<file path="config.mk">
export PLATFORM = sky130hd
export DESIGN_NAME = mmss_cell
export DESIGN_NICKNAME = d
export VERILOG_FILES = /design/src/design/mmss_pkg.sv /design/src/design/mmss_ram.sv /design/src/design/mmss_cell.sv
export SDC_FILE = /design/constraint.sdc
export NUM_CORES = 1
export LEC_CHECK = 0
export BUFFER_PORTS_ARGS = -buffer_cell sky130_fd_sc_hd__buf_2
export CAP_MARGIN = 20
export CORE_AREA = 3 3 299 301
export DETAILED_ROUTE_END_ITERATION = 10
export DIE_AREA = 0 0 302 304
export PLACE_DENSITY_LB_ADDON = 0.25
export SKIP_LAST_GASP = 1
export SYNTH_ARGS = -nofsm -noshare
export SYNTH_HDL_FRONTEND = slang
export SYNTH_SLANG_ARGS = --single-unit
export TNS_END_PERCENT = 50
</file>
<file path="constraint.sdc">
create_clock -name clk -period 17.6 [get_ports clk]
set_input_delay 1.76 -clock clk [delete_from_list [all_inputs] [get_ports clk]]
set_output_delay 1.76 -clock clk [all_outputs]
set_load 0.005 [all_outputs]
</file>
<file path="src/design/mmss_pkg.sv">
// Shared types and constants of the masked multi-signature scanner.
package mmss_pkg;

  // Field widths of the input and result words.
  localparam int SIG_IDX_W    = 3;
  localparam int POS_FIELD_W  = 5;
  localparam int LEN_FIELD_W  = 6;
  localparam int ADDR_FIELD_W = 32;
  localparam int SLOT_W       = 4;

  // Stream word widths; the tdata words are padded to whole bytes.
  localparam int IN_TDATA_W  = 56;
  localparam int IN_TUSER_W  = 2;
  localparam int OUT_TDATA_W = 40;

  // Signature codes that the sig_index field can name.
  localparam int NUM_SIG_CODES = 2 ** SIG_IDX_W;

  // Result list carried with every scanned byte.
  localparam int MAX_RESULTS = 8;
  localparam int RES_CNT_W   = 4;
  localparam int RES_IDX_W   = 3;

  // Configuration port.
  localparam int CFG_DATA_W = 32;
  localparam int CFG_ADDR_W = 3;
  localparam logic REG_NUM_SIGS = 1'b0;
  localparam logic [3:0] NUM_SIGS_RESET = 4'd8;

  // Byte masks for the care bit.
  localparam logic [7:0] BYTE_ALL  = 8'hFF;
  localparam logic [7:0] BYTE_NONE = 8'h00;

  // Input word kinds.
  typedef enum logic [1:0] {
    FUNC_WRITE   = 2'd0,
    FUNC_SET_LEN = 2'd1,
    FUNC_SCAN    = 2'd2,
    FUNC_BREAK   = 2'd3
  } func_t;

  // One reported match.
  typedef struct packed {
    logic                    stored;
    logic [SLOT_W-1:0]       slot;
    logic [ADDR_FIELD_W-1:0] match_address;
    logic [SIG_IDX_W-1:0]    match_sig;
  } result_t;

  // One input word on its way down the chain, with the matches found so far.
  typedef struct packed {
    logic                             valid;
    func_t                            func;
    logic [SIG_IDX_W-1:0]             sig_index;
    logic [POS_FIELD_W-1:0]           position;
    logic [7:0]                       value;
    logic                             care;
    logic [LEN_FIELD_W-1:0]           sig_length;
    logic [ADDR_FIELD_W-1:0]          address;
    logic [RES_CNT_W-1:0]             res_count;
    result_t [MAX_RESULTS-1:0]        results;
  } stage_t;

endpackage

</file>
<file path="src/design/mmss_ram.sv">
// Generic single-port-write, single-port-read RAM with registered read data.
module mmss_ram #(
  parameter int WIDTH = 8,
  parameter int DEPTH = 32
) (
  input  logic                                   clk,
  input  logic                                   we,
  input  logic [((DEPTH > 1) ? $clog2(DEPTH) : 1)-1:0] waddr,
  input  logic [WIDTH-1:0]                       wdata,
  input  logic [((DEPTH > 1) ? $clog2(DEPTH) : 1)-1:0] raddr,
  output logic [WIDTH-1:0]                       rdata
);

  logic [WIDTH-1:0] mem [DEPTH];

  // Write port and registered read port; a read of the address being written sees old data.
  always_ff @(posedge clk) begin
    if (we) begin
      mem[waddr] <= wdata;
    end
    rdata <= mem[raddr];
  end

endmodule

</file>
<file path="src/design/mmss_cell.sv">
// One signature cell: pattern store, position, length and match count of one signature.
module mmss_cell #(
  parameter int IDX         = 0,
  parameter int MAX_LEN     = 32,
  parameter int MAX_MATCHES = 16,
  parameter int ADDR_WIDTH  = 32
) (
  input  logic             clk,
  input  logic             rst_n,
  input  logic             en,
  input  logic [3:0]       num_sigs,
  input  mmss_pkg::stage_t stage_i,
  output mmss_pkg::stage_t stage_o
);

  import mmss_pkg::*;

  localparam int POS_W = (MAX_LEN > 1) ? $clog2(MAX_LEN) : 1;
  localparam int LEN_W = $clog2(MAX_LEN + 1);
  localparam int CMP_W = LEN_W + 1;
  localparam int CNT_W = $clog2(MAX_MATCHES + 1);
  localparam int PAT_W = 9;

  logic [POS_W-1:0] pos_r, pos_nxt;
  logic [LEN_W-1:0] len_r, len_nxt;
  logic [CNT_W-1:0] cnt_r, cnt_nxt;
  stage_t           stage_r, stage_nxt;

  logic             wr_en;
  logic [POS_W-1:0] wr_addr;
  logic [PAT_W-1:0] wr_data;
  logic [PAT_W-1:0] ram_rdata;
  logic             byp_r;
  logic [PAT_W-1:0] byp_data_r;
  logic [PAT_W-1:0] pat_word;
  logic [7:0]       care_mask;
  logic             byte_eq;
  logic             sel;
  logic             scan_on;
  logic             pos_ok;
  logic [CMP_W-1:0] pos_inc;
  logic             full;
  logic             hit;
  logic             matched;
  logic [LEN_W-1:0] len_clamped;
  logic [ADDR_WIDTH-1:0] start_addr;
  result_t          entry;

  // Pattern byte and care bit for every position of this signature.
  mmss_ram #(
    .WIDTH(PAT_W),
    .DEPTH(MAX_LEN)
  ) u_pat_ram (
    .clk  (clk),
    .we   (wr_en),
    .waddr(wr_addr),
    .wdata(wr_data),
    .raddr(pos_nxt),
    .rdata(ram_rdata)
  );

  // Forward a pattern write that lands on the entry being fetched.
  always_ff @(posedge clk) begin
    byp_r      <= wr_en && (wr_addr == pos_nxt);
    byp_data_r <= wr_data;
  end

  assign pat_word  = byp_r ? byp_data_r : ram_rdata;
  assign care_mask = pat_word[8] ? BYTE_ALL : BYTE_NONE;
  assign byte_eq   = (stage_i.value & care_mask) == (pat_word[7:0] & care_mask);

  // Addressing of this cell.
  assign hit     = stage_i.valid && en;
  assign sel     = (IDX < NUM_SIG_CODES) && (stage_i.sig_index == SIG_IDX_W'(IDX));
  assign scan_on = IDX < int'(num_sigs);
  assign pos_ok  = int'(stage_i.position) < MAX_LEN;
  assign pos_inc = CMP_W'(pos_r) + CMP_W'(1);
  assign full    = pos_inc >= CMP_W'(len_r);

  assign wr_en   = hit && (stage_i.func == FUNC_WRITE) && sel && pos_ok;
  assign wr_addr = POS_W'(stage_i.position);
  assign wr_data = {stage_i.care, stage_i.value};

  // Length clamped to the range one through MAX_LEN.
  always_comb begin
    if (stage_i.sig_length == '0) begin
      len_clamped = LEN_W'(1);
    end else if (int'(stage_i.sig_length) > MAX_LEN) begin
      len_clamped = LEN_W'(MAX_LEN);
    end else begin
      len_clamped = LEN_W'(stage_i.sig_length);
    end
  end

  assign start_addr = ADDR_WIDTH'(stage_i.address) + ADDR_WIDTH'(1) - ADDR_WIDTH'(len_r);

  // State update and result append for the word passing this cell.
  always_comb begin
    pos_nxt   = pos_r;
    len_nxt   = len_r;
    cnt_nxt   = cnt_r;
    matched   = 1'b0;
    entry.match_sig     = SIG_IDX_W'(IDX);
    entry.match_address = ADDR_FIELD_W'(start_addr);
    entry.slot          = '0;
    entry.stored        = 1'b0;
    if (hit) begin
      case (stage_i.func)
        FUNC_WRITE: begin
        end
        FUNC_SET_LEN: begin
          if (sel) begin
            len_nxt = len_clamped;
            pos_nxt = '0;
            cnt_nxt = '0;
          end
        end
        FUNC_SCAN: begin
          if (scan_on) begin
            if (!byte_eq) begin
              pos_nxt = '0;
            end else if (!full) begin
              pos_nxt = POS_W'(pos_inc);
            end else begin
              pos_nxt = '0;
              matched = 1'b1;
              if (int'(cnt_r) < MAX_MATCHES) begin
                entry.stored = 1'b1;
                entry.slot   = SLOT_W'(cnt_r);
                cnt_nxt      = cnt_r + CNT_W'(1);
              end
            end
          end
        end
        FUNC_BREAK: begin
          pos_nxt = '0;
        end
        default: begin
        end
      endcase
    end

    stage_nxt = stage_i;
    if (matched && (int'(stage_i.res_count) < MAX_RESULTS)) begin
      stage_nxt.results[RES_IDX_W'(stage_i.res_count)] = entry;
      stage_nxt.res_count = stage_i.res_count + RES_CNT_W'(1);
    end
  end

  // Signature state and the stage register toward the next cell.
  always_ff @(posedge clk) begin
    if (!rst_n) begin
      pos_r         <= '0;
      len_r         <= LEN_W'(1);
      cnt_r         <= '0;
      stage_r.valid <= 1'b0;
    end else begin
      pos_r <= pos_nxt;
      len_r <= len_nxt;
      cnt_r <= cnt_nxt;
      if (en) begin
        stage_r <= stage_nxt;
      end
    end
  end

  assign stage_o = stage_r;

endmodule

</file>
==> results_dict.tcl <==
set metrics [dict create \
    drt_iter0_markers 2769 \
    rsz0062_at_grt "false" \
    synthArstFlopShare_pct 0 \
    core-area_mm2 0.0869 \
    finalSetupTns_ps 0 \
    slew_violations 0 \
    clkTransAtPathRegs_ps 60 \
    routed_wl_um 135000 \
    fin_util_pct 43.4 \
    io-pin-count 771 \
    grt_pass1_wl_um 179000 \
    hold-worst-slack_ps 487 \
    setup_slack_ps 12160 \
    postSynthCellCount 2153 \
    routabilityCongestion 0.982 \
    ys_seq_area_share_pct 70.1 \
    fillers 8102 \
    cts.htree.levels 3 \
    cp-end-kind "register" \
    worstPathArrival_ps 5980 \
    drive_gt1_share_pct 32.9 \
    setup_viol 0 \
    dpl-instance-area_mm2 0.0348 \
    drv_cap 0 \
    synth_area_mm2 0.0297 \
    vias 22650 \
    cp.required_ps 18130 \
    cts_tree "yes" \
    cts.sinks 705 \
    start_util_pct 34.2 \
    die_area_mm2 0.0918 \
    synth-seq-cells 705 \
    grt.total_usage_pct 28.3 \
    power_leakage_nw 14.5 \
    grt_pass1_vias 21139 \
    synthDistinctLibCells 65 \
    period_needed_ps 5440 \
    synth-edff-count 669 \
    clkLatencyLatePin_ps 650 \
    place_hpwl_um 103000 \
    grt_max_degree 162 \
    rows 108 \
    total_power_mw 4.02 \
    cts_setup_buffers 0 \
    startpoint_type "primary input" \
    ir_drop_uv 85.5 \
    post-place-ws_ps 11390 \
    yosysWarnings 0 \
    finalInstanceArea_mm2 0.0377 \
    clock-root-buffer "clkbuf_16" \
    p_per_area_mw_per_mm2 107 \
    finalHoldViolCount 0 \
    fmax_ghz 0.184 \
    first_pass_iters 8 \
    syn_nets 2588 \
    cts_buffers 81 \
    regArea_mm2 0.0208 \
    syn_to_final_growth_pct 27.0 \
    die_h_um 304 \
    syn_area_per_cell_um2 13.8 \
    wl_per_cell_um 32.5 \
    criticalPathCategory "primary input to register" \
    post_cts_resized 0 \
    nNetsFinal 3370 \
    die_w_um 302 \
    placedCellCount 4004 \
    ys.flop_type "edfxtp_1" \
    fin_worst_skew_ps 40.9 \
    multiInputGateArea_mm2 0.00825 \
    slew_headroom_pct 18.1 \
    overflow 0 \
    fin_cells 4167 \
    period_share_pct 30.9 \
    antenna_found_initial 63 \
    worst_hold_path_type "register to register" \
    status "completed" \
    crit_fanout 57 \
    worst_slew_pin_slew_ps 1220 \
    avgViaCountPerCell 5.44 \
    antenna_left 0 \
    postCtsHoldBufs 0 \
    clk_path_buf_depth 3 \
    drc_errors 0 \
    io_buffers 770 \
]
[path summary, 6_finish.rpt]
kind	start	end	slack [ps]	cells after the start
worst max-delay path	stage_i[369]	u_pat_ram.rdata[8]	12160	11
worst min-delay path	stage_o[381]	stage_o[381]	490	2
worst max register to register	pos_r[0]	u_pat_ram.rdata[8]	12570	15
worst min register to register	stage_o[381]	stage_o[381]	490	2
[kinds of logic (layout without fill, tap and decap cells)]
logic type / after synthesis / after routing / synth area share [%]
multiplexers: 188 / 188 / 6.48
AND/OR/NAND/NOR: 528 / 528 / 8.10
buffers and inverters: 155 / 1000 / 2.34
AO/OA/AOI/OAI: 483 / 483 / 9.59
XOR/XNOR: 48 / 48 / 1.42
other: 0 / 14 / 0
flip-flops: 705 / 705 / 70.1
adder cells (fa/ha/maj): 46 / 46 / 1.96
[registers in the layout, indices dropped and copies added (netlist names)]
register         flops
stage_o            382
u_pat_ram.mem      288
byp_data_r           9
u_pat_ram.rdata      9
len_r                6
cnt_r                5
pos_r                5
byp_r                1
[where the power goes]
group	total, mW	internal, mW	switching [mW]
sequential	1.92	1.89	0.0328
combinational	0.338	0.111	0.227
clock	1.76	1.03	0.734
total	4.02	3.03	0.994
[final cells by class]
cell class              instances  area share (%)
well taps                    1155            3.83
clock buffers                  93            5.55
flip-flops and latches        705            55.2
inverters                      42           0.418
multi-input cells            1293            21.9
diodes                         14          0.0930
repair buffers                812            11.2
clock inverters                53            1.80
[worst max-delay path, cell delays in order]
cell and delay, ps:
buf_2 510, xor2_1 230, nand4_1 240, o21a_1 350
o31ai_4 270, buf_4 730, buf_4 890, mux2i_1 180
a22oi_1 280, a21oi_1 180, nor4_1 250
[Yosys cell counts, types with 4 or more instances]
cell / instances / share of area (%)
dfxtp_1: 36 / 2.4
nor2_1: 75 / 0.95
mux2i_1: 154 / 5.2
mux2_2: 34 / 1.3
nor3_1: 6 / 0.10
clkbuf_1: 78 / 0.99
xnor2_1: 21 / 0.62
buf_4: 9 / 0.23
nand2_1: 294 / 3.7
a21oi_1: 62 / 1.0
and3_1: 9 / 0.19
a211oi_1: 10 / 0.25
nand4_1: 7 / 0.15
buf_6: 8 / 0.30
a21o_1: 25 / 0.63
xor2_1: 27 / 0.80
a22oi_1: 73 / 1.8
nor2b_1: 17 / 0.36
and2_1: 30 / 0.63
inv_1: 42 / 0.53
nand3b_1: 4 / 0.10
buf_1: 4 / 0.051
buf_2: 11 / 0.19
nand2b_1: 15 / 0.32
nor4_1: 12 / 0.25
nand4b_1: 4 / 0.12
o31ai_1: 10 / 0.25
ha_1: 45 / 1.9
nand3_1: 28 / 0.47
o21bai_1: 6 / 0.15
nor3b_1: 6 / 0.15
or4_1: 10 / 0.25
edfxtp_1: 669 / 68
o21ai_0: 265 / 4.5
[cells in the final DEF, fill, tap and decap left out, types with 36 or more instances in the layout]
cell / Yosys / layout
a21oi_1: 62 / 62
a22oi_1: 73 / 73
buf_2: 11 / 770
clkbuf_16: 0 / 81
dfxtp_1: 36 / 36
edfxtp_1: 669 / 669
ha_1: 45 / 45
inv_1: 42 / 42
mux2i_1: 154 / 154
nand2_1: 294 / 294
nor2_1: 75 / 75
o21ai_0: 265 / 265
[per-layer routing]
layer / up-vias / GRT usage, % / wire [um]
met5: - / 0 / 159
met4: 24 / 7.22 / 4220
met3: 205 / 8.96 / 14300
met2: 1245 / 43.9 / 60900
met1: 11537 / 38.6 / 55900
li1: 9639 / - / -
(Power assumes the default switching activity.)
