==> src/design/mmss_pkg.sv <==
// Shared types and constants of the masked multi-signature scanner.
package mmss_pkg;

  // Field widths of the input and result words.
  localparam int SIG_IDX_W    = 3;
  localparam int POS_FIELD_W  = 5;
  localparam int LEN_FIELD_W  = 6;
  localparam int ADDR_FIELD_W = 32;
  localparam int SLOT_W       = 4;

  // Stream word widths; the tdata words are padded to whole bytes.
  localparam int IN_TDATA_W  = 56;
  localparam int IN_TUSER_W  = 2;
  localparam int OUT_TDATA_W = 40;

  // Signature codes that the sig_index field can name.
  localparam int NUM_SIG_CODES = 2 ** SIG_IDX_W;

  // Result list carried with every scanned byte.
  localparam int MAX_RESULTS = 8;
  localparam int RES_CNT_W   = 4;
  localparam int RES_IDX_W   = 3;

  // Configuration port.
  localparam int CFG_DATA_W = 32;
  localparam int CFG_ADDR_W = 3;
  localparam logic REG_NUM_SIGS = 1'b0;
  localparam logic [3:0] NUM_SIGS_RESET = 4'd8;

  // Byte masks for the care bit.
  localparam logic [7:0] BYTE_ALL  = 8'hFF;
  localparam logic [7:0] BYTE_NONE = 8'h00;

  // Input word kinds.
  typedef enum logic [1:0] {
    FUNC_WRITE   = 2'd0,
    FUNC_SET_LEN = 2'd1,
    FUNC_SCAN    = 2'd2,
    FUNC_BREAK   = 2'd3
  } func_t;

  // One reported match.
  typedef struct packed {
    logic                    stored;
    logic [SLOT_W-1:0]       slot;
    logic [ADDR_FIELD_W-1:0] match_address;
    logic [SIG_IDX_W-1:0]    match_sig;
  } result_t;

  // One input word on its way down the chain, with the matches found so far.
  typedef struct packed {
    logic                             valid;
    func_t                            func;
    logic [SIG_IDX_W-1:0]             sig_index;
    logic [POS_FIELD_W-1:0]           position;
    logic [7:0]                       value;
    logic                             care;
    logic [LEN_FIELD_W-1:0]           sig_length;
    logic [ADDR_FIELD_W-1:0]          address;
    logic [RES_CNT_W-1:0]             res_count;
    result_t [MAX_RESULTS-1:0]        results;
  } stage_t;

endpackage

==> src/design/mmss_drain.sv <==
// Result buffer at the end of the chain: hands out the matches of one byte, one word a cycle while out_tready is high.
module mmss_drain (
  input  logic                                clk,
  input  logic                                rst_n,
  input  logic                                load,
  input  mmss_pkg::stage_t                    last_stage,
  output logic                                can_take,
  output logic                                out_tvalid,
  input  logic                                out_tready,
  output logic [mmss_pkg::OUT_TDATA_W-1:0]    out_tdata,
  output logic                                out_tlast
);

  import mmss_pkg::*;

  logic                      busy_r;
  logic [RES_CNT_W-1:0]      cnt_r;
  logic [RES_IDX_W-1:0]      idx_r;
  result_t [MAX_RESULTS-1:0] list_r;
  result_t                   cur;
  logic                      is_last;

  assign cur      = list_r[idx_r];
  assign is_last  = (RES_CNT_W'(idx_r) + RES_CNT_W'(1)) == cnt_r;
  assign can_take = !busy_r || (out_tready && is_last);

  // Load a new result list, or step through the current one.
  always_ff @(posedge clk) begin
    if (!rst_n) begin
      busy_r <= 1'b0;
      idx_r  <= '0;
    end else if (load) begin
      busy_r <= last_stage.res_count != '0;
      idx_r  <= '0;
    end else if (busy_r && out_tready) begin
      if (is_last) begin
        busy_r <= 1'b0;
      end else begin
        idx_r <= idx_r + RES_IDX_W'(1);
      end
    end
  end

  always_ff @(posedge clk) begin
    if (load) begin
      list_r <= last_stage.results;
      cnt_r  <= last_stage.res_count;
    end
  end

  assign out_tvalid = busy_r;
  assign out_tlast  = is_last;
  assign out_tdata  = {cur.stored, cur.slot, cur.match_address, cur.match_sig};

endmodule

==> config.mk <==
export PLATFORM = sky130hd
export DESIGN_NAME = mmss_drain
export DESIGN_NICKNAME = d
export VERILOG_FILES = /design/src/design/mmss_pkg.sv /design/src/design/mmss_drain.sv
export SDC_FILE = /design/constraint.sdc
export NUM_CORES = 1
export LEC_CHECK = 0
export BUFFER_PORTS_ARGS = -buffer_cell sky130_fd_sc_hd__buf_4
export CORE_MARGIN = 5
export CORE_UTILIZATION = 31
export DETAILED_ROUTE_END_ITERATION = 12
export GPL_TIMING_DRIVEN = 0
export PLACE_DENSITY = 0.65
export SYNTH_ARGS = -nofsm -noshare
export SYNTH_HDL_FRONTEND = slang
export SYNTH_SLANG_ARGS = --single-unit
==> constraint.sdc <==
create_clock -name clk -period 1.8 [get_ports clk]
set_input_delay 0 -clock clk [delete_from_list [all_inputs] [get_ports clk]]
set_output_delay 0 -clock clk [all_outputs]
set_load 0.03 [all_outputs]
==> results of run 1 <==
[synth_stat cells (all sizes together)]
cell type	instances	area [µm²]
dfxtp	4	80.08
inv	2	7.510
nand3	2	10.01
edfxtp	324	9729
mux4	80	1802
buf	19	137.6
and3	1	11.26
a31oi	2	12.51
a21oi	2	10.01
a21bo	1	10.01
mux2	40	450.4
a41oi	1	8.760
clkbuf	4	15.01
nor4	1	6.260
nand2b	1	6.260
ha	1	12.51
a21o	1	7.510
xnor2	2	17.52
nand2	5	18.77
or3	2	12.51
o21ai	4	20.02
xor2	1	16.27
o211ai	2	15.01
o211a	1	17.52
nor3	1	5.000
[metrics by stage]
| step | utilization (%) | std cells | instance area, µm² | setup TNS [ps] |
|---|---|---|---|---|
| 3_3_place_gp | 39.95 | 1399 | 15870 | -532670 |
| 3_5_place_dp | 40.11 | 1401 | 15940 | -20620 |
| 2_1_floorplan | - | 504 | 12440 | 0 |
[logic make-up after synthesis]
logic type | Yosys count | synth area share [%]
muxes | 120 | 18.11
buffers and inverters | 25 | 1.288
AOI/OAI and AO/OA | 14 | 0.8147
and+or+nand+nor | 13 | 0.5633
xor gates and xnor gates | 3 | 0.2716
DFF | 328 | 78.86
adders and majority gates | 1 | 0.1006
==> results_dict.tcl, run 1 <==
set metrics [dict create \
    io_pins 429 \
    status "stopped before the end" \
    ys_warn_count 0 \
    synth-seq-cells 328 \
    postSynthCellCount 504 \
    place_ws_ps -550.6 \
    die_w_um 210.3 \
    die_h_um 210.3 \
    synth_cell_types 28 \
    netlist_area_mm2 0.01244 \
    clockBufferDepth 3 \
    syn_nets 891 \
    hold_buffers 296 \
    gp_congestion 0.7507 \
    postSynthAreaPerCell_um2 24.68 \
    haltStage "clock tree synthesis (4_1_cts)" \
    error "[ERROR RSZ-0060] Max buffer count reached." \
    dp_hpwl_um 21760 \
    io_buffers 370 \
    cts_setup_buffers 8 \
    start_util_pct 31.31 \
    cts_resized 117 \
    seq_area_frac_synth_pct 78.86 \
    root_buffer "clkbuf_16" \
    h-tree-depth 2 \
    clock_sinks 328 \
    fp-row-count 73 \
    cts_made_buffers 37 \
]
==> inputs of run 2 (changes only) <==
--- a/config.mk
+++ b/config.mk
@@ -7,10 +7,10 @@
 export LEC_CHECK = 0
 export BUFFER_PORTS_ARGS = -buffer_cell sky130_fd_sc_hd__buf_4
 export CORE_MARGIN = 5
-export CORE_UTILIZATION = 31
+export CORE_UTILIZATION = 20
 export DETAILED_ROUTE_END_ITERATION = 12
 export GPL_TIMING_DRIVEN = 0
-export PLACE_DENSITY = 0.65
+export PLACE_DENSITY_LB_ADDON = 0.15
 export SYNTH_ARGS = -nofsm -noshare
 export SYNTH_HDL_FRONTEND = slang
 export SYNTH_SLANG_ARGS = --single-unit
==> constraint.sdc (replaced) <==
create_clock -name clk -period 2.35 [get_ports clk]
set_input_delay 0 -clock clk [delete_from_list [all_inputs] [get_ports clk]]
set_output_delay 0 -clock clk [all_outputs]
set_load 0.03 [all_outputs]
==> results_dict.tcl, run 2 <==
set metrics [dict create \
    status "completed" \
    placed_cell_area_mm2 0.01633 \
    synth-seq-cells 328 \
    groute.usage.overall_pct 11.17 \
    grt_first_pass_wirelength_um 56580 \
    final_area_mm2 0.02125 \
    startpoint_type "flop" \
    postSynthCellCount 504 \
    firstDrtPassIters 4 \
    path_cells "buf_12 > buf_12 > mux4_2 > mux2_2 > buf_4" \
    pwr-share-clk_pct 40.3 \
    start_util_pct 20.16 \
    regArea_mm2 0.009813 \
    top_register "list_r" \
    avgViaCountPerCell 3.711 \
    min_path_cells 2 \
    gp_congestion 0.6775 \
    core-area_mm2 0.06171 \
    syn_nets 891 \
    synth_edf_count 324 \
    ir_drop_mv 0.3853 \
    r2r-end "out_tvalid$_SDFFE_PN0P_" \
    setup_viol 0 \
    netlist_area_mm2 0.01244 \
    min_path_type "input port to flop" \
    io_pins 429 \
    clockBufferDepth 3 \
    synth.top_cell.area_share_pct 78.21 \
    reg_top3 "list_r: 320 flops, cnt_r: 4 flops, idx_r: 3 flops" \
    dieArea_mm2 0.06729 \
    total_power_mw 14.66 \
    netlist.top_cell.by_area "edfxtp_1" \
    tns_ps 0 \
    slew_headroom_pct 53.33 \
    path_max_fanout 10 \
    wire_per_inst_um 18.29 \
    grt-ovfl-total 0 \
    postSynthAreaPerCell_um2 24.68 \
    final_common_cell "buf_4" \
    cp_common_cell "buf_12" \
    critPathKind "flop to primary output" \
    hold_start "last_stage[65]" \
    clk_latency_ps 540 \
    die_h_um 259.4 \
    drc 0 \
    yosys_most_used_dff "edfxtp_1" \
    p_leak_nw 7.845 \
    synth.most_common_cell "edfxtp_1" \
    period_needed_ps 2291 \
    crit_path_max_incr_delay_ps 530 \
    dr_total_vias 7882 \
    cpMaxStageDelayCell "mux4_2" \
    largest_reg_flops 320 \
    first_global_vias 9110 \
    maxCapViolCount 0 \
    switchingPower_mw 3.199 \
    dp_hpwl_um 25670 \
    p_comb_share_pct 11.5 \
    worst_pin_slew_ps 700.1 \
    switching_share_pct 21.82 \
    seq_area_frac_synth_pct 78.86 \
    r2r-start "idx_r[0]$_SDFFE_PP0P_" \
    fp-row-count 91 \
    hold_violations 0 \
    multi_input_area_mm2 0.002489 \
    drv_slew 0 \
    rsz0062_at_grt "true" \
    h-tree-depth 2 \
    clock-skew-final_ps 2.179 \
    layout-drive-gt1-share_pct 45.28 \
    ys_warn_count 0 \
    die_w_um 259.4 \
    routed_wl_um 38860 \
    synth_cell_types 28 \
    antenna_found_initial 4 \
    r2r_cells 7 \
    cp_data_arrival_time_ps 2290 \
    fillers 6014 \
    synth_area_leaders "edfxtp_1, mux4_2, mux2_2" \
    grt_max_degree 118 \
    path_clk_slew_ps 60 \
    fin_nets 1640 \
    synth_commonest_cells "edfxtp_1, mux4_2, mux2_2" \
    critPathRequiredTime_ps 2350 \
    first_iter_violations 365 \
    root_buffer "clkbuf_16" \
    p_int_mw 11.46 \
    cts_tree "done" \
    most-common-layout-cells "buf_4, dlygate4sd3_1, edfxtp_1, mux4_2, clkbuf_16" \
    whs_endpoint "list_r[65]$_DFFE_PP_" \
    regToRegSetupSlack_ps 180 \
    p_seq_share_pct 48.1 \
    detail-route-antenna-nets 0 \
    power_density_mw_per_mm2 689.9 \
    io_buffers 370 \
    clock_sinks 328 \
    cts_made_buffers 41 \
    cp-end-kind "primary output" \
    syn_to_final_growth_pct 70.83 \
    period_share_pct 97.48 \
    fmax_mhz 436.5 \
    async_reset_ff_share_pct 0 \
]
==> run 2: cell counts after synthesis <==
No cell type changed its count.
==> run 2: per-stage QoR <==
stage,worst slack [ps],util (%),hold slack (ps),cells
final,59.26,34.43,165.8,2124
after floorplan,572.6,-,98.87,504
after detailed placement,-138.3,26.46,179.3,1713
after CTS,-28.12,34.29,109.3,2118
after global routing,-54.40,34.43,123.0,2124
after global placement,-1771,26.36,178.1,1711
==> run 2: cells by family after synthesis <==
family	synth area share [%]
adder cells (fa/ha/maj)	0.1006
AO/OA/AOI/OAI	0.8147
flip-flops	78.86
AND/OR/NAND/NOR	0.5633
multiplexers	18.11
buffers and inverters	1.288
XOR/XNOR	0.2716
==> run 2: final cells by class <==
type                       count  area share [%]
clock buffer                  52           5.223
inverter                       2         0.03533
timing repair buffer         707           29.72
clock inverter                21          0.6182
antenna                        4         0.04710
buffer                        22           1.537
multi-input combinational    151           11.71
sequential                   328           46.18
tap                          837           4.928
==> run 2: worst max-delay path, delay by kind of cell (launching register included) <==
family / cells / cell delay (ps)
buffers and inverters: 3 / 500
flip-flops: 1 / 410
multiplexers: 2 / 820
==> run 2: how the worst max path moves through the flow <==
| stage | startpoint | end | slack (ps) | depth (start not counted) |
|---|---|---|---|---|
| global route | idx_r[0]$_SDFFE_PP0P_ | out_tdata[30] | -50 | 5 |
| global placement | load | out_tvalid$_SDFFE_PN0P_ | -1770 | 4 |
| finish | idx_r[0]$_SDFFE_PP0P_ | out_tdata[4] | 60 | 5 |
| floorplan | idx_r[0]$_SDFFE_PP0P_ | idx_r[0]$_SDFFE_PP0P_ | 570 | 6 |
| CTS | idx_r[0]$_SDFFE_PP0P_ | out_tdata[4] | -30 | 5 |
| detailed placement | idx_r[1]$_SDFFE_PP0P_ | out_tdata[22] | -140 | 5 |
==> run 2: what timing repair did <==
item / in CTS / in global routing
endpoints found under the setup margin: 40 / 32
gates cloned: 2 / 2
hold buffers: 328 / 0
hold endpoints to repair: 351 / 0
pin swaps: 0 / 0
gates resized for setup: 95 / 8
setup buffers: 3 / 0
==> run 2: power groups by stage <==
| stage | Sequential [mW] | Combinational, mW | Clock [mW] |
|---|---|---|---|
| 2_1_floorplan | 7.13 | 0.458 | 0 |
| 3_3_place_gp | 7.20 | 1.17 | 0 |
| 3_5_place_dp | 7.18 | 1.19 | 0 |
| 4_1_cts | 7.06 | 1.71 | 6.19 |
| 5_1_grt | 7.09 | 1.81 | 6.44 |
| 6_report | 7.06 | 1.69 | 5.91 |
==> run 2: per-layer routing <==
layer  part of all wire (%)  global-route usage (%)  vias to the layer above
met5                      0                       0                        -
met4                    2.2                   3.288                        0
met1                     40                   13.27                     3969
met3                    5.1                   2.772                       49
met2                     53                   20.06                      190
li1                       -                       -                     3674
No activity file was read; power rests on OpenSTA's default activity.
==> inputs of run 3 (changes only) <==
--- a/config.mk
+++ b/config.mk
@@ -5,6 +5,7 @@
 export SDC_FILE = /design/constraint.sdc
 export NUM_CORES = 1
 export LEC_CHECK = 0
+export ABC_AREA = 1
 export BUFFER_PORTS_ARGS = -buffer_cell sky130_fd_sc_hd__buf_4
 export CORE_MARGIN = 5
 export CORE_UTILIZATION = 20
==> results_dict.tcl, run 3 <==
set metrics [dict create \
    status "completed" \
    synth_edf_count 324 \
    syn_nets 1357 \
    path_cells "dlygate4sd3_1 > buf_12 > buf_16 > inv_1 > nor2_1 > nand2_1 > nand2_1 > a21oi_1 > dlygate4sd3_1" \
    final_area_mm2 0.02190 \
    synth.most_common_cell "edfxtp_1" \
    cp_data_arrival_time_ps 2720 \
    cts_tree "done" \
    met3_usage_pct 2.621 \
    detail-route-antenna-nets 0 \
    drc 0 \
    cp_top_family "buffers and inverters" \
    yosys_most_used_dff "edfxtp_1" \
    maxCapViolCount 0 \
    dr_total_vias 10512 \
    fp-row-count 92 \
    dieArea_mm2 0.06887 \
    holdWs_ps 152.5 \
    use_met1_pct 17.41 \
    place_ws_ps -77.28 \
    die_h_um 262.4 \
    first_global_vias 11654 \
    postSynthAreaPerCell_um2 13.14 \
    crit_path_max_incr_delay_ps 580 \
    numPlacedInstances 2188 \
    period_share_pct 96.47 \
    min_path_cells 2 \
    synth-seq-cells 328 \
    seq_area_frac_synth_pct 76.97 \
    clockBufferDepth 3 \
    path_depth 9 \
    path_clk_slew_ps 60 \
    min_path_type "input port to flop" \
    root_buffer "clkbuf_16" \
    critPathRequiredTime_ps 2800 \
    grt_first_pass_wirelength_um 74470 \
    synth.top_cell.area_share_pct 76.34 \
    grt_use_met2_pct 25.79 \
    layout-drive-gt1-share_pct 29.89 \
    firstDrtPassIters 5 \
    netlist_area_mm2 0.01274 \
    startpoint_type "input port" \
    antenna_found_initial 2 \
    core-area_mm2 0.06308 \
    postSynthCellCount 970 \
    clk_latency_ps 560 \
    avgViaCountPerCell 4.048 \
    r2r_cells 10 \
    grt_max_degree 117 \
    worst_pin_slew_ps 724.9 \
    wire_per_inst_um 19.60 \
    fmax_mhz 441.1 \
    cpMaxStageDelayCell "dlygate4sd3_1" \
    first_iter_violations 613 \
    async_reset_ff_share_pct 0 \
    setup_viol 0 \
    worstSetupEndpoint "out_tvalid$_SDFFE_PN0P_" \
    period_needed_ps 2267 \
    synth_cell_types 23 \
    startpoint "load" \
    r2r-end "out_tvalid$_SDFFE_PN0P_" \
    ys_warn_count 0 \
    io_pins 429 \
    fin_nets 2104 \
    routed_wl_um 50900 \
    synth_area_leaders "edfxtp_1, nor2_1, o21ai_0" \
    largest_reg_flops 320 \
    netlist.top_cell.by_area "edfxtp_1" \
    path_max_fanout 116 \
    layout_setup_ws_ps 82.84 \
    synth_commonest_cells "edfxtp_1, nor2_1, o21ai_0" \
    gp_congestion 0.7614 \
    p_leak_nw 8.522 \
    groute.usage.overall_pct 14.21 \
    ir_drop_mv 0.4851 \
    grt.busiest_layer "met2" \
    clock-skew-final_ps 10.28 \
    most-common-layout-cells "buf_4, dlygate4sd3_1, edfxtp_1, nor2_1, o21ai_0" \
    clock_sinks 328 \
    reg_top3 "list_r: 320 flops, cnt_r: 4 flops, idx_r: 3 flops" \
    final_common_cell "buf_4" \
    regToRegSetupSlack_ps 290 \
    io_buffers 370 \
    r2r-start "idx_r[0]$_SDFFE_PP0P_" \
    dp_hpwl_um 34180 \
    top_register "list_r" \
    start_util_pct 20.20 \
    critPathKind "input port to flop" \
    stdcell_count 2597 \
    slew_headroom_pct 51.67 \
    drv_slew 0 \
    die_w_um 262.4 \
    h-tree-depth 2 \
    syn_to_final_growth_pct 71.84 \
    cp-end-kind "flop" \
    grt-ovfl-total 0 \
    rsz0062_at_grt "true" \
    hold_violations 0 \
    power_density_mw_per_mm2 732.4 \
    cts_made_buffers 42 \
    cp_num_buf_inv 5 \
    fin_util_pct 34.72 \
    placed_cell_area_mm2 0.01664 \
]
[run 3: changes by cell type after synthesis, sizes merged, moves of 17 or more]
cell	delta
a31oi	+38
clkbuf	+26
mux2	-40
mux4	-80
nand2	+17
nor2	+293
o21ai	+156
o22ai	+40
[run 3: how the worst min path moves through the flow]
stage                         start                     to  slack [ps]
floorplan           last_stage[320]     cnt_r[0]$_DFFE_PP_         100
global placement     last_stage[44]   list_r[44]$_DFFE_PP_         180
detailed placement  last_stage[112]  list_r[112]$_DFFE_PP_         180
CTS                 last_stage[228]  list_r[228]$_DFFE_PP_          90
global route         last_stage[38]   list_r[38]$_DFFE_PP_         120
finish              last_stage[308]  list_r[308]$_DFFE_PP_         150
[run 3: worst reg2reg max path, stage by stage, from the launching register on]
cell and delay [ps]:
dfxtp_4 390, ha_1 320, inv_1 80, nand2_1 50, nand2_1 70, nand2_1 50, nor2_1 160, nand3_1 100
nand2_1 120, a21oi_1 70, dlygate4sd3_1 550
[run 3: final cells by class]
class	count	area, µm²
timing repair buffer	704	6221
antenna	1	2.502
inverter	14	65.06
multi-input combinational	568	2705
tap	846	1059
clock inverter	27	389.1
fill	6349	41180
buffer	59	543.0
clock buffer	50	1102
sequential	328	9814
[run 3: logic make-up (layout without fill, tap and decap cells)]
kind of cell	after synthesis	in the layout	share of synthesized area (%)
adders and majority gates	1	1	0.09816
other	0	1	0
DFF	328	328	76.97
buffers and inverters	74	854	2.965
and+or+nand+nor	326	326	9.719
AOI/OAI and AO/OA	241	241	10.25
[run 3: power by group]
part	internal [mW]	leakage, nW	switching (mW)
Sequential	6.94	3.20	0.120
Clock	4.35	0.715	2.63
Combinational	1.05	4.60	0.944
Total	12.3	8.52	3.69
[run 3: per-stage QoR]
stage,total power [mW],setup TNS (ps)
2_1_floorplan,7.703,0
3_3_place_gp,8.678,-456570
3_5_place_dp,8.669,-77.28
4_1_cts,16.30,0
5_1_grt,16.69,-44.84
6_report,16.04,0
[run 3: repair_timing]
action                                  4_1_cts  5_1_grt
endpoints found under the hold margin       336        0
pin swaps                                     1        9
hold buffers                                328        0
buffers inserted                              1        0
resized for setup                            78       45
gates cloned                                  2        1
endpoints found under the setup margin       41       35
[run 3: routing by layer]
metal / vias to the layer above / share of wire (%)
met3: 62 / 4.6
li1: 5058 / -
met2: 300 / 51
met4: 2 / 2.0
met5: - / 0.026
met1: 5090 / 42
